$ cat src/vlc_pkg.sv
// Shared types and constants of the vehicle lighting controller.
// Used by vlc_front, vlc_fifo, vlc_back and vehicle_lighting_controller.
`timescale 1ns / 1ps

package vlc_pkg;

  localparam int unsigned NumLevels = 9;
  localparam int unsigned NumMsgs   = 9;
  localparam int unsigned MaxMsgs   = 5;
  localparam int unsigned FifoDepth = 2;

  // Reset values of the configuration registers.
  localparam logic [15:0] BrakeOnReset     = 16'd100;
  localparam logic [15:0] BrakePeriodReset = 16'd1000;
  localparam logic [7:0]  BlinkPerReset    = 8'd50;
  localparam logic [19:0] LockoutReset     = 20'd65536;

  // Register indexes on the configuration port.
  typedef enum logic [1:0] {
    RegBrakeOn     = 2'd0,
    RegBrakePeriod = 2'd1,
    RegBlinkPer    = 2'd2,
    RegLockout     = 2'd3
  } reg_idx_e;

  // Message codes; a code is also the bit position in the message mask.
  typedef enum logic [3:0] {
    MsgHead    = 4'd0,
    MsgHazard  = 4'd1,
    MsgLeft    = 4'd2,
    MsgRight   = 4'd3,
    MsgBrake   = 4'd4,
    MsgStarter = 4'd5,
    MsgHorn    = 4'd6,
    MsgAuxA    = 4'd7,
    MsgAuxB    = 4'd8
  } msg_code_e;

  // Bit positions of the button levels in a tick word.
  localparam int unsigned LvlHorn    = 0;
  localparam int unsigned LvlHazard  = 1;
  localparam int unsigned LvlAuxA    = 2;
  localparam int unsigned LvlLeft    = 3;
  localparam int unsigned LvlStarter = 4;
  localparam int unsigned LvlHead    = 5;
  localparam int unsigned LvlAuxB    = 6;
  localparam int unsigned LvlRight   = 7;
  localparam int unsigned LvlBrake   = 8;

  typedef struct packed {
    logic [15:0] brake_on_ticks;
    logic [15:0] brake_period_ticks;
    logic [7:0]  blink_periods;
    logic [19:0] lockout_ticks;
  } vlc_cfg_t;

  // One classified tick: light outputs and the messages it raises.
  typedef struct packed {
    logic [NumMsgs-1:0] msg_vals;
    logic [NumMsgs-1:0] msg_mask;
    logic [7:0]         lights;
  } vlc_rec_t;

endpackage

$ cat src/vlc_front.sv
// Front end: accepts tick words, updates timers, modes and lockout,
// and classifies each tick into a record for the queue. Uses vlc_pkg.
`timescale 1ns / 1ps

module vlc_front (
  input  logic                           clk_i,
  input  logic                           rst_ni,
  input  vlc_pkg::vlc_cfg_t              cfg_i,
  input  logic                           valid_i,
  input  logic [vlc_pkg::NumLevels-1:0]  levels_i,
  output logic                           ready_o,
  output logic                           push_o,
  output vlc_pkg::vlc_rec_t              rec_o,
  input  logic                           full_i
);
  import vlc_pkg::*;

  logic [NumLevels-1:0] prev_q, prev_d;
  logic [15:0]          timer_q, timer_d;
  logic                 dim_q, dim_d;
  logic [7:0]           bcount_q, bcount_d;
  logic                 bphase_q, bphase_d;
  logic [3:0]           mode_q, mode_d;
  logic                 locked_q, locked_d;
  logic [19:0]          rem_q, rem_d;

  logic [NumLevels-1:0] cur, fall, change;
  logic [NumMsgs-1:0]   mask, vals;
  logic [2:0]           n_msgs;
  logic                 tog_hit;
  logic [1:0]           tog_idx;
  logic [7:0]           bcount_t;
  logic                 brake, hz, dash_l, dash_r, l_left, l_right, l_brake;
  logic                 accept;

  assign ready_o = !full_i;
  assign accept  = valid_i && ready_o;
  assign push_o  = accept;

  always_comb begin
    cur    = levels_i;
    fall   = prev_q & ~cur;
    change = prev_q ^ cur;
    mask   = '0;
    vals   = '0;
    mode_d = mode_q;

    // Lockout countdown at the start of the tick.
    locked_d = locked_q;
    rem_d    = rem_q;
    if (locked_q) begin
      if (rem_q <= 20'd1) begin
        locked_d = 1'b0;
        rem_d    = '0;
      end else begin
        rem_d = rem_q - 20'd1;
      end
    end

    // Period timer, dim phase and blink counter.
    dim_d    = dim_q;
    bcount_t = bcount_q;
    timer_d  = timer_q + 16'd1;
    if (timer_q < cfg_i.brake_on_ticks) begin
      dim_d = 1'b1;
    end else if (timer_q > cfg_i.brake_period_ticks) begin
      bcount_t = bcount_q + 8'd1;
      timer_d  = '0;
    end else begin
      dim_d = 1'b0;
    end
    bcount_d = bcount_t;
    bphase_d = bphase_q;
    if (bcount_t > cfg_i.blink_periods) begin
      bphase_d = ~bphase_q;
      bcount_d = '0;
    end

    // Only the first toggle in code order counts; it locks out the others.
    tog_hit = 1'b0;
    tog_idx = 2'd0;
    if (!locked_d) begin
      if (fall[LvlHead]) begin
        tog_hit = 1'b1;
        tog_idx = 2'd0;
      end else if (fall[LvlHazard]) begin
        tog_hit = 1'b1;
        tog_idx = 2'd1;
      end else if (fall[LvlLeft]) begin
        tog_hit = 1'b1;
        tog_idx = 2'd2;
      end else if (fall[LvlRight]) begin
        tog_hit = 1'b1;
        tog_idx = 2'd3;
      end
    end
    if (tog_hit) begin
      mode_d[tog_idx]                  = ~mode_q[tog_idx];
      mask[{2'b00, tog_idx}]           = 1'b1;
      vals[{2'b00, tog_idx}]           = ~mode_q[tog_idx];
      locked_d                         = 1'b1;
      rem_d                            = cfg_i.lockout_ticks;
      if (tog_idx != 2'd0) begin
        bphase_d = 1'b1;
        bcount_d = '0;
      end
    end

    mask[MsgBrake]   = change[LvlBrake];
    vals[MsgBrake]   = cur[LvlBrake];
    mask[MsgStarter] = change[LvlStarter];
    vals[MsgStarter] = cur[LvlStarter];
    mask[MsgHorn]    = change[LvlHorn];
    vals[MsgHorn]    = cur[LvlHorn];

    // Releasing the starter or horn starts a lockout unless one runs.
    if ((fall[LvlStarter] || fall[LvlHorn]) && !locked_d) begin
      locked_d = 1'b1;
      rem_d    = cfg_i.lockout_ticks;
    end

    n_msgs = {2'b00, tog_hit} + {2'b00, change[LvlBrake]} +
             {2'b00, change[LvlStarter]} + {2'b00, change[LvlHorn]};
    if (change[LvlAuxA] && !locked_d) begin
      mask[MsgAuxA] = 1'b1;
      vals[MsgAuxA] = cur[LvlAuxA];
      n_msgs        = n_msgs + 3'd1;
    end
    if (change[LvlAuxB] && !locked_d && (n_msgs < 3'(MaxMsgs))) begin
      mask[MsgAuxB] = 1'b1;
      vals[MsgAuxB] = cur[LvlAuxB];
    end

    brake   = cur[LvlBrake];
    hz      = mode_d[1];
    l_brake = mode_d[0] ? (brake | dim_d) : brake;
    dash_l  = brake;
    dash_r  = mode_d[0];
    l_left  = 1'b0;
    l_right = 1'b0;
    if (hz) begin
      l_left  = bphase_d;
      dash_l  = bphase_d;
      l_right = bphase_d;
      dash_r  = bphase_d;
    end else begin
      if (mode_d[2]) begin
        l_left = bphase_d;
        dash_l = bphase_d;
      end
      if (mode_d[3]) begin
        l_right = bphase_d;
        dash_r  = bphase_d;
      end
    end

    prev_d          = cur;
    rec_o.lights    = {cur[LvlHorn], cur[LvlStarter], dash_r, dash_l,
                       l_right, l_left, l_brake, mode_d[0]};
    rec_o.msg_mask  = mask;
    rec_o.msg_vals  = vals;
  end

  always_ff @(posedge clk_i or negedge rst_ni) begin
    if (!rst_ni) begin
      prev_q   <= '0;
      timer_q  <= '0;
      dim_q    <= 1'b0;
      bcount_q <= '0;
      bphase_q <= 1'b0;
      mode_q   <= '0;
      locked_q <= 1'b0;
      rem_q    <= '0;
    end else if (accept) begin
      prev_q   <= prev_d;
      timer_q  <= timer_d;
      dim_q    <= dim_d;
      bcount_q <= bcount_d;
      bphase_q <= bphase_d;
      mode_q   <= mode_d;
      locked_q <= locked_d;
      rem_q    <= rem_d;
    end
  end

endmodule

$ cat src/vlc_fifo.sv
// Short record queue between the front end and the back end.
// Uses vlc_pkg for the record type and depth.
`timescale 1ns / 1ps

module vlc_fifo (
  input  logic              clk_i,
  input  logic              rst_ni,
  input  logic              push_i,
  input  vlc_pkg::vlc_rec_t rec_i,
  output logic              full_o,
  input  logic              pop_i,
  output logic              empty_o,
  output vlc_pkg::vlc_rec_t rec_o
);
  import vlc_pkg::*;

  localparam int unsigned PtrW = $clog2(FifoDepth);

  vlc_rec_t          mem_q [FifoDepth];
  logic [PtrW-1:0]   wptr_q, wptr_d, rptr_q, rptr_d;
  logic [PtrW:0]     cnt_q, cnt_d;

  assign full_o  = (cnt_q == (PtrW+1)'(FifoDepth));
  assign empty_o = (cnt_q == '0);
  assign rec_o   = mem_q[rptr_q];

  always_comb begin
    wptr_d = wptr_q;
    rptr_d = rptr_q;
    cnt_d  = cnt_q;
    if (push_i) begin
      wptr_d = (wptr_q == PtrW'(FifoDepth - 1)) ? '0 : wptr_q + 1'b1;
    end
    if (pop_i) begin
      rptr_d = (rptr_q == PtrW'(FifoDepth - 1)) ? '0 : rptr_q + 1'b1;
    end
    if (push_i && !pop_i) begin
      cnt_d = cnt_q + 1'b1;
    end else if (pop_i && !push_i) begin
      cnt_d = cnt_q - 1'b1;
    end
  end

  always_ff @(posedge clk_i or negedge rst_ni) begin
    if (!rst_ni) begin
      wptr_q <= '0;
      rptr_q <= '0;
      cnt_q  <= '0;
    end else begin
      wptr_q <= wptr_d;
      rptr_q <= rptr_d;
      cnt_q  <= cnt_d;
    end
  end

  always_ff @(posedge clk_i) begin
    if (push_i) begin
      mem_q[wptr_q] <= rec_i;
    end
  end

  a_no_overflow : assert property (@(posedge clk_i) disable iff (!rst_ni)
    full_o |-> !push_i)
    else $error("record pushed into a full queue");

  a_no_underflow : assert property (@(posedge clk_i) disable iff (!rst_ni)
    empty_o |-> !pop_i)
    else $error("record popped from an empty queue");

  a_count_bound : assert property (@(posedge clk_i) disable iff (!rst_ni)
    cnt_q <= (PtrW+1)'(FifoDepth))
    else $error("queue count beyond depth");

endmodule

$ cat src/vlc_back.sv
// Back end: takes records from the queue and sends their messages one word
// per cycle while not stalled, through an output register. Uses vlc_pkg.
`timescale 1ns / 1ps

module vlc_back (
  input  logic              clk_i,
  input  logic              rst_ni,
  input  logic              empty_i,
  input  vlc_pkg::vlc_rec_t rec_i,
  output logic              pop_o,
  output logic              valid_o,
  input  logic              ready_i,
  output logic [7:0]        lights_o,
  output logic              msg_valid_o,
  output logic [3:0]        msg_code_o,
  output logic              msg_value_o,
  output logic              last_o
);
  import vlc_pkg::*;

  logic                 cur_valid_q, cur_valid_d;
  vlc_rec_t             cur_q, cur_d;
  logic                 out_valid_q, out_valid_d;
  logic [7:0]           out_lights_q, out_lights_d;
  logic                 out_msg_q, out_msg_d;
  msg_code_e            out_code_q, out_code_d;
  logic                 out_val_q, out_val_d;
  logic                 out_last_q, out_last_d;

  logic                 advance, beat_last;
  logic [NumMsgs-1:0]   rest;
  msg_code_e            low_code;

  assign advance = !out_valid_q || ready_i;

  always_comb begin
    low_code = MsgHead;
    for (int i = NumMsgs - 1; i >= 0; i--) begin
      if (cur_q.msg_mask[i]) begin
        low_code = msg_code_e'(4'(i));
      end
    end
    rest      = cur_q.msg_mask & (cur_q.msg_mask - 1'b1);
    beat_last = (rest == '0);
  end

  always_comb begin
    cur_valid_d  = cur_valid_q;
    cur_d        = cur_q;
    out_valid_d  = out_valid_q;
    out_lights_d = out_lights_q;
    out_msg_d    = out_msg_q;
    out_code_d   = out_code_q;
    out_val_d    = out_val_q;
    out_last_d   = out_last_q;
    pop_o        = 1'b0;
    if (advance) begin
      out_valid_d = cur_valid_q;
      if (cur_valid_q) begin
        // A tick with no messages still sends one word, marked quiet.
        out_lights_d = cur_q.lights;
        out_msg_d    = (cur_q.msg_mask != '0);
        out_code_d   = low_code;
        out_val_d    = cur_q.msg_vals[low_code] & out_msg_d;
        out_last_d   = beat_last;
        cur_d.msg_mask = rest;
        if (beat_last) begin
          cur_valid_d = 1'b0;
        end
      end
    end
    if (!cur_valid_d && !empty_i) begin
      pop_o       = 1'b1;
      cur_valid_d = 1'b1;
      cur_d       = rec_i;
    end
  end

  always_ff @(posedge clk_i or negedge rst_ni) begin
    if (!rst_ni) begin
      cur_valid_q <= 1'b0;
      out_valid_q <= 1'b0;
    end else begin
      cur_valid_q <= cur_valid_d;
      out_valid_q <= out_valid_d;
    end
  end

  always_ff @(posedge clk_i) begin
    cur_q        <= cur_d;
    out_lights_q <= out_lights_d;
    out_msg_q    <= out_msg_d;
    out_code_q   <= out_code_d;
    out_val_q    <= out_val_d;
    out_last_q   <= out_last_d;
  end

  assign valid_o     = out_valid_q;
  assign lights_o    = out_lights_q;
  assign msg_valid_o = out_msg_q;
  assign msg_code_o  = out_code_q;
  assign msg_value_o = out_val_q;
  assign last_o      = out_last_q;

  a_quiet_is_last : assert property (@(posedge clk_i) disable iff (!rst_ni)
    (out_valid_q && !out_msg_q) |-> out_last_q)
    else $error("quiet word not marked last");

  a_code_range : assert property (@(posedge clk_i) disable iff (!rst_ni)
    (out_valid_q && out_msg_q) |-> (out_code_q <= MsgAuxB))
    else $error("message code out of range");

  a_pop_when_free : assert property (@(posedge clk_i) disable iff (!rst_ni)
    pop_o |-> (!cur_valid_q || (advance && beat_last)))
    else $error("record loaded over one still in progress");

endmodule

$ cat src/vehicle_lighting_controller.sv
// Top level of the vehicle lighting controller: configuration registers,
// front end, record queue and back end. Uses vlc_pkg and the vlc_* modules.
//
//  Channel   Dir  Payload                                       Moves on
//  s_axis    in   tdata: 9 button levels, horn in bit 0         tvalid & tready
//  m_axis    out  tdata: lights, msg_value; tuser: msg_valid,   tvalid & tready
//                 msg_code; tlast: last word of a tick
//  apb       in   four 32-bit registers at 0x0, 0x4, 0x8, 0xC   psel & penable
//
// A tick word is classified in the cycle it is accepted; each tick then yields
// one output word per message, at most five, or one word for a quiet tick,
// sent one word per cycle by the back end's output register while not stalled.
// Reset clears control state and presets the config; then ticks can be taken.
// A two-entry record queue lets ticks be accepted while the output stalls.
`timescale 1ns / 1ps

module vehicle_lighting_controller (
  input  logic        clk_i,
  input  logic        rst_ni,
  input  logic        s_axis_tvalid,
  output logic        s_axis_tready,
  // bit 0 horn, 1 hazard, 2 aux a, 3 left turn, 4 starter, 5 headlight,
  // 6 aux b, 7 right turn, 8 brake switch, 15:9 zero
  input  logic [15:0] s_axis_tdata,
  output logic        m_axis_tvalid,
  input  logic        m_axis_tready,
  // bits 7:0 lights, 8 msg_value, 15:9 zero
  output logic [15:0] m_axis_tdata,
  // bit 0 msg_valid, bits 4:1 msg_code
  output logic [4:0]  m_axis_tuser,
  output logic        m_axis_tlast,
  input  logic        psel,
  input  logic        penable,
  input  logic        pwrite,
  input  logic [3:0]  paddr,
  input  logic [31:0] pwdata,
  output logic [31:0] prdata,
  output logic        pready
);
  import vlc_pkg::*;

  vlc_cfg_t  cfg_q;
  reg_idx_e  reg_idx;
  logic      cfg_we;
  logic      push, full, pop, empty;
  vlc_rec_t  rec_in, rec_out;
  logic [7:0] lights;
  logic      msg_valid, msg_value;
  logic [3:0] msg_code;

  assign pready  = 1'b1;
  assign reg_idx = reg_idx_e'(paddr[3:2]);
  assign cfg_we  = psel && penable && pwrite && pready;

  always_ff @(posedge clk_i or negedge rst_ni) begin
    if (!rst_ni) begin
      cfg_q.brake_on_ticks     <= BrakeOnReset;
      cfg_q.brake_period_ticks <= BrakePeriodReset;
      cfg_q.blink_periods      <= BlinkPerReset;
      cfg_q.lockout_ticks      <= LockoutReset;
    end else if (cfg_we) begin
      case (reg_idx)
        RegBrakeOn:     cfg_q.brake_on_ticks     <= pwdata[15:0];
        RegBrakePeriod: cfg_q.brake_period_ticks <= pwdata[15:0];
        RegBlinkPer:    cfg_q.blink_periods      <= pwdata[7:0];
        RegLockout:     cfg_q.lockout_ticks      <= pwdata[19:0];
        default: ;
      endcase
    end
  end

  always_comb begin
    case (reg_idx)
      RegBrakeOn:     prdata = {16'd0, cfg_q.brake_on_ticks};
      RegBrakePeriod: prdata = {16'd0, cfg_q.brake_period_ticks};
      RegBlinkPer:    prdata = {24'd0, cfg_q.blink_periods};
      RegLockout:     prdata = {12'd0, cfg_q.lockout_ticks};
      default:        prdata = '0;
    endcase
  end

  vlc_front u_front (
    .clk_i    (clk_i),
    .rst_ni   (rst_ni),
    .cfg_i    (cfg_q),
    .valid_i  (s_axis_tvalid),
    .levels_i (s_axis_tdata[NumLevels-1:0]),
    .ready_o  (s_axis_tready),
    .push_o   (push),
    .rec_o    (rec_in),
    .full_i   (full)
  );

  vlc_fifo u_fifo (
    .clk_i   (clk_i),
    .rst_ni  (rst_ni),
    .push_i  (push),
    .rec_i   (rec_in),
    .full_o  (full),
    .pop_i   (pop),
    .empty_o (empty),
    .rec_o   (rec_out)
  );

  vlc_back u_back (
    .clk_i       (clk_i),
    .rst_ni      (rst_ni),
    .empty_i     (empty),
    .rec_i       (rec_out),
    .pop_o       (pop),
    .valid_o     (m_axis_tvalid),
    .ready_i     (m_axis_tready),
    .lights_o    (lights),
    .msg_valid_o (msg_valid),
    .msg_code_o  (msg_code),
    .msg_value_o (msg_value),
    .last_o      (m_axis_tlast)
  );

  assign m_axis_tdata = {7'd0, msg_value, lights};
  assign m_axis_tuser = {msg_code, msg_valid};

endmodule
$ cat config.mk
export PLATFORM = sky130hd
export DESIGN_NAME = vehicle_lighting_controller
export DESIGN_NICKNAME = d
export VERILOG_FILES = /design/src/vlc_pkg.sv /design/src/vlc_front.sv /design/src/vlc_fifo.sv /design/src/vlc_back.sv /design/src/vehicle_lighting_controller.sv
export SDC_FILE = /design/constraint.sdc
export NUM_CORES = 1
export LEC_CHECK = 0
export ABC_AREA = 0
export BUFFER_PORTS_ARGS = -buffer_cell sky130_fd_sc_hd__buf_2
export CAP_MARGIN = 20
export CORE_MARGIN = 2
export CORE_UTILIZATION = 51
export DETAILED_ROUTE_END_ITERATION = 12
export HOLD_SLACK_MARGIN = 0.12
export PLACE_DENSITY = 0.73
export SLEW_MARGIN = 20
export SYNTH_ARGS = -nofsm -noshare
export SYNTH_HDL_FRONTEND = slang
export SYNTH_HIERARCHICAL = 1
export SYNTH_SLANG_ARGS = --single-unit
$ cat constraint.sdc
create_clock -name clk_i -period 7 [get_ports clk_i]
set_clock_uncertainty 0.15 [all_clocks]
set_input_delay 1.4 -clock clk_i [delete_from_list [all_inputs] [get_ports clk_i]]
set_output_delay 1.4 -clock clk_i [all_outputs]
set_load 0.01 [all_outputs]
# Word level (Yosys, flattened, before mapping)
# Memories as Yosys holds them, arrays and structs flattened.
# Cells that the tools add are included.
word_totals:
  output_inout_bits: 57
  ramBits: 52
  memories: 1
  regBits: 167
  wordCells: 179
  input_bits: 59
memory_table:
  columns: ["memory", "depth", "word_bits", "rd", "rd_ports_with_merged_regs", "wr", "line", "text"]
  rows:
  - ["u_fifo.mem_q", 2, 26, 1, 0, 1, "vlc_fifo.sv:19", "vlc_rec_t mem_q [FifoDepth];"]
classes:
  reduce_logical: 38
  n_addsub: 12
  n_eq_ne: 4
  n_mux: 80
  n_bitwise: 9
  magnitude_cmp: 10
ops:
  columns: ["op", "count"]
  rows:
  - ["one-hot mux 32 bit (4 select lines)", 1]
  - ["2-to-1 mux 20 bit", 4]
  - ["2-to-1 mux 4 bit", 11]
  - ["2-to-1 mux 1 bit", 40]
  - ["2-to-1 mux 8 bit", 5]
  - ["2-to-1 mux 16 bit", 2]
  - ["2-to-1 mux 9 bit", 3]
  - ["less-or-equal comparator 20 x 1 -> 1 bit (second input constant)", 1]
  - ["subtractor 20 x 1 -> 20 bit (second input constant)", 1]
  - ["2-to-1 mux 17 bit", 1]
  - ["adder 16 x 1 -> 16 bit (second input constant)", 1]
  - ["> comparator 16 bit", 1]
  - ["< comparator 16 bit", 1]
  - ["2-to-1 mux 2 bit", 7]
  - ["AND reduction 2 bit", 7]
  - ["logical AND 1 bit", 12]
  - ["bitwise AND 9 x 4 -> 9 bit", 1]
  - ["bitwise AND 9 bit", 1]
  - ["logical NOT 9 bit", 1]
  - ["nonzero test 9 bit", 1]
  - ["subtractor 9 x 1 -> 9 bit (second input constant)", 1]
  - ["XOR 9 bit", 1]
  - ["adder 8 x 1 -> 8 bit (second input constant)", 1]
  - ["bitwise AND 8 bit", 1]
  - ["other kinds (28)", 47]

# Depth between registers and ports, before layout
depth:
  ltp_word: 17
  depth_mapped: 20
  mapped_depth_nobuf: 17

# By module
# Netlist, hierarchy kept.
modules_own_cells:
  columns: ["mod", "area_per_inst_um2", "n_inst", "cells_per_inst", "seq_area_each_um2"]
  rows:
  - ["vlc_front", 5004.8, 1, 628, 1501.4]
  - ["vehicle_lighting_controller", 2894.0, 1, 198, 1517.7]
  - ["vlc_fifo", 2163.3, 1, 97, 1661.6]
  - ["vlc_back", 1764.2, 1, 121, 1281.2]

# Worst setup path after synthesis
# OpenSTA, ideal clock, no wires.
synth_path:
  kind: "register to register"
  start: "reg cfg_q[37] in the netlist's numbering"
  end: "reg u_front.bcount_q[5]"
  required_ns: 6.760
  n_path_buf: 1
  arrival_time_ns: 3.929
  setup_slack_ns: 2.830
  synth_period_minus_slack_ns: 4.170
  stages_incl_launch_ff: 19
  setup_time_ns: 0.090
  cell_sequence: "dfstp_2 -> inv_1 -> ha_1 -> nand4_1 -> nor4_1 -> or3_1 -> inv_1 -> a21oi_2 -> nor2_1 -> clkbuf_1 -> o21ai_0 -> ha_1 -> nor2b_1 -> o21ai_0 -> nand3_1 -> a32o_1 -> or2_2 -> or4_1 -> o221ai_1"
synth_via:
  elab_chain_cells: 7
synth_lines:
  columns: ["item", "line", "text"]
  rows:
  - ["from (decl)", "vehicle_lighting_controller.sv:42", "vlc_cfg_t cfg_q;"]
  - ["> comparator 16 bit *", "vlc_front.sv:66", "end else if (timer_q > cfg_i.brake_period_ticks) begin"]
  - ["2-to-1 mux 8 bit *", "vlc_front.sv:66", null]
  - ["2-to-1 mux 8 bit *", "vlc_front.sv:64", "if (timer_q < cfg_i.brake_on_ticks) begin"]
  - ["> comparator 8 bit", "vlc_front.sv:74", "if (bcount_t > cfg_i.blink_periods) begin"]
  - ["2-to-1 mux 8 bit *", "vlc_front.sv:74", null]
  - ["2-to-1 mux 8 bit", "vlc_front.sv:103", "if (tog_idx != 2'd0) begin"]
  - ["2-to-1 mux 8 bit *", "vlc_front.sv:97", "if (tog_hit) begin"]
  - ["to (signal assigned)", "vlc_front.sv:178", "bcount_q <= bcount_d;"]
  - ["to (decl)", "vlc_front.sv:21", "logic [7:0] bcount_q, bcount_d;"]
# Mark *: on every way between the ends. The rest lies on a longest branch, timed or not.
# A chain may end at the register's enable or synchronous reset.

# Final worst setup path
layout_path:
  start: "reg cfg_q[49] in the netlist's numbering"
  end: "reg u_front.bcount_q[5]"
layout_via:
  elab_chain_cells: 6
layout_lines:
  columns: ["item", "line"]
  rows:
  - ["< comparator 16 bit *", "vlc_front.sv:64"]
  - ["2-to-1 mux 8 bit *", "vlc_front.sv:64"]
  - ["> comparator 8 bit", "vlc_front.sv:74"]
  - ["2-to-1 mux 8 bit *", "vlc_front.sv:74"]
  - ["2-to-1 mux 8 bit", "vlc_front.sv:103"]
  - ["2-to-1 mux 8 bit *", "vlc_front.sv:97"]
# Marks and branches as above.

==> flow_summary_export.csv <==
group,metric,value,unit
routing,routed_via_density,5.70,
clocking,cts-hold-fix-buffers,0,
cells_and_area,layout-drive-gt1-share,22.7,%
hold_path,hold_class,"flip-flop to flip-flop",
floorplanning,coreArea,0.0227,sq mm
global_route,grt_pass1_vias,7873,
floorplanning,io_pins,116,
sta,finalSetupViolations,0,
synthesis,yosysTopAreaCell,"dfrtp_1",
floorplanning,die_area,0.0244,sq mm
clocking,clk_path_buf_depth,3,
clocking,cts_tree,"yes",
sta,period_needed,5.08,ns
cells_and_area,diodes,0,
routing,drt_iter0_drc,482,
cells_and_area,regArea,0.00596,sq mm
cells_and_area,multi_input_area,0.00516,sq mm
routing,ant_nets,0,
synthesis,synth_area_per_cell,11.3,sq um
worst_setup_path,worstPathCellList,"inv_1, ha_1, o2111ai_1, o21a_1, o21ai_1, a211oi_2, buf_4, nor2_1, o21ai_0, ha_1, nor2b_1, o21ai_0, nand3_1, a32o_1, or2_2, or4_1, o221ai_1",
synthesis,synth_cell_types,78,
synthesis,ys_seq_area_share,50.4,%
worst_setup_path,cp.required,7.28,ns
clocking,root_buffer,"clkbuf_16",
routing,wl_per_cell,17.6,um
worst_setup_path,crit_path_end_kind,"flip-flop",
synthesis,async_flop_share,57.5,%
sta,hold_violations,0,
clocking,clock-sinks,219,
sta,clock.fmax,197,MHz
cells_and_area,area_growth,9.80,%
sta,period_share,72.6,%
synthesis,yosys_register_bits,219,
global_route,grt_overflow,0,
synthesis,synth_top_area_share,23.9,%
cells_and_area,final_common_cell,"dfrtp_1",
floorplanning,dieHeight,156,um
sta,finalSetupTns,0,ns
global_route,grt_use_total,20.6,%
floorplanning,row_count,55,
clocking,postCtsSetupRepairBufs,0,
sta,tightest_slew,1.03,ns
placed_design,port_buffers,74,
clocking,cts_resized,0,
synthesis,netlist_area,0.0118,sq mm
global_route,grt_start_max_net_pins,75,
worst_setup_path,cpMaxStageDelayCell,"nor2_1",
routing,drc,0,
clocking,clk_pin_slew,0.06,ns
worst_setup_path,cp.arrival,5.36,ns
cells_and_area,layout.nets,1210,
power_and_ir_drop,finalPower,4.99,mW
synthesis,syn_inst,1044,
clocking,clk-insertion-delay-late,0.52,ns
cells_and_area,instances_no_fill,1404,
routing,drt_pass1_iterations,5,
clocking,cts_buffers,25,
worst_setup_path,path_max_fanout,20,
worst_setup_path,crit_type,"flip-flop to flip-flop",
cells_and_area,design_area,0.0130,sq mm
placed_design,gp_congestion,0.833,
routing,num_vias,8008,
sta,slew_headroom,30.9,%
power_and_ir_drop,power.density,384,mW/mm^2
global_route,antenna_found_initial,0,
floorplanning,initial_core_util,52.1,%
cells_and_area,fillCellCount,1854,
placed_design,placedCellCount,1359,
synthesis,synth_edf_count,93,
cells_and_area,layout_common_cells,"113 x dfrtp_1, 93 x edfxtp_1, 89 x nand2_1",
power_and_ir_drop,p_leak,5.55,nW
floorplanning,dieWidth,156,um
synthesis,ys.flop_type,"dfrtp_1",
placed_design,post-dp-hpwl,17300,um
worst_setup_path,critPathLaunchType,"flip-flop",
routing,wl,24700,um
worst_setup_path,critical-path-max-stage-delay,0.81,ns
worst_setup_path,r2r_setup_slack,1.92,ns
clocking,htree_levels,1,
synthesis,yosys_warnings,6,
flow_run,max_cap_violations,0,
power_and_ir_drop,peakVddDrop,0.252,mV
sta,rsz0062_at_grt,"no",
global_route,grt_pass1_wl,40300,um
placed_design,placed_cell_area,0.0122,sq mm
status,outcome,"finished, final reports clean",
synthesis,synthTopCellsByArea,"dfrtp_1 24%, edfxtp_1 24%, mux2_2 5.8%",
sta,slew_viol_final,0,
per-layer routing:
layer	global-route usage, %	routed length (um)
met2	35.2	12100
met5	0	0
met3	3.30	1140
met1	26.8	10700
met4	7.30	721
cell families (layout without fill, tap and decap cells):
family | Yosys count | after routing | synth area share (%)
and+or+nand+nor | 288 | 288 | 12.6
DFF | 219 | 219 | 50.4
AOI/OAI and AO/OA | 200 | 200 | 10.8
buffers and inverters | 149 | 206 | 6.69
muxes | 113 | 113 | 12.3
adders and majority gates | 51 | 51 | 5.50
xor gates and xnor gates | 22 | 22 | 1.63
other | 2 | 20 | 0.0635
state kept, by name, indices dropped and copies added, names as in the netlist:
name / count
cfg_q: 60
u_back/cur_q: 26
u_back/cur_valid_q: 1
u_back/last_o: 1
u_back/lights_o: 8
u_back/msg_code_o: 4
u_back/msg_valid_o: 1
u_back/msg_value_o: 1
u_back/valid_o: 1
u_fifo/cnt_q: 2
u_fifo/mem_q: 52
u_fifo/rptr_q: 1
u_fifo/wptr_q: 1
u_front/bcount_q: 8
u_front/bphase_q: 1
u_front/dim_q: 1
u_front/locked_q: 1
u_front/mode_q: 4
u_front/prev_q: 9
u_front/rem_q: 20
u_front/timer_q: 16
cells in the mapped netlist, types with 11 or more instances:
library cell,number
dfstp_2,13
buf_4,38
nor3_1,31
nand2_1,90
xor2_1,12
nand2b_1,11
mux2i_1,14
o211ai_1,12
mux2_4,29
edfxtp_1,93
ha_1,48
a21oi_1,37
clkbuf_1,18
nor2_1,41
dfrtp_1,113
nand4_1,12
o21ai_0,69
inv_1,75
and3_1,13
nand3_1,25
a31oi_1,11
mux2_2,61
nor2b_1,12
cell type report:
type,instances,area share [%]
flip-flops and latches,219,45.9
multi-input cells,694,39.7
clock buffers,35,5.26
repair buffers,85,3.51
well taps,285,2.75
inverters,76,2.20
clock inverters,10,0.655
per-stage QoR:
step | utilization, % | worst slack (ns) | hold slack (ns)
3_3_place_gp | 53.8 | 2.08 | 0.251
6_report | 57.2 | 1.92 | 0.268
5_1_grt | 57.2 | 1.57 | 0.278
4_1_cts | 57.2 | 1.93 | 0.269
2_1_floorplan | - | 2.83 | 0.250
3_5_place_dp | 53.8 | 1.99 | 0.255
final timing paths:
path | from | to | cells past startpoint
min in group asynchronous | rst_ni | cfg_q[32]$_DFFE_PN0P_ | 1
worst max register to register | cfg_q[49]$_DFFE_PN1P_ | u_front/bcount_q[5]$_DFFE_PN0P_ | 17
worst min-delay path | u_back/cur_q[2]$_DFFE_PP_ | u_back/lights_o[2]$_DFFE_PP_ | 0
worst min register to register | u_back/cur_q[2]$_DFFE_PP_ | u_back/lights_o[2]$_DFFE_PP_ | 0
max in group asynchronous | rst_ni | u_front/timer_q[12]$_DFFE_PN0P_ | 2
worst max-delay path | cfg_q[49]$_DFFE_PN1P_ | u_front/bcount_q[5]$_DFFE_PN0P_ | 17
power by group:
group | switching [mW] | internal [mW] | leakage, nW
Sequential | 0.319 | 1.75 | 2.39
Clock | 0.507 | 0.718 | 0.372
Combinational | 0.966 | 0.729 | 2.79
Total | 1.79 | 3.19 | 5.55
critical path: cells and delay by family, from the launching register on:
| kind | cells | cell delay, ns |
|---|---|---|
| AO/OA/AOI/OAI | 8 | 1.52 |
| adder cells (fa/ha/maj) | 2 | 0.65 |
| flip-flops | 1 | 0.55 |
| buffers and inverters | 2 | 0.26 |
| AND/OR/NAND/NOR | 5 | 1.85 |
Power figures use the tool's default switching activity.
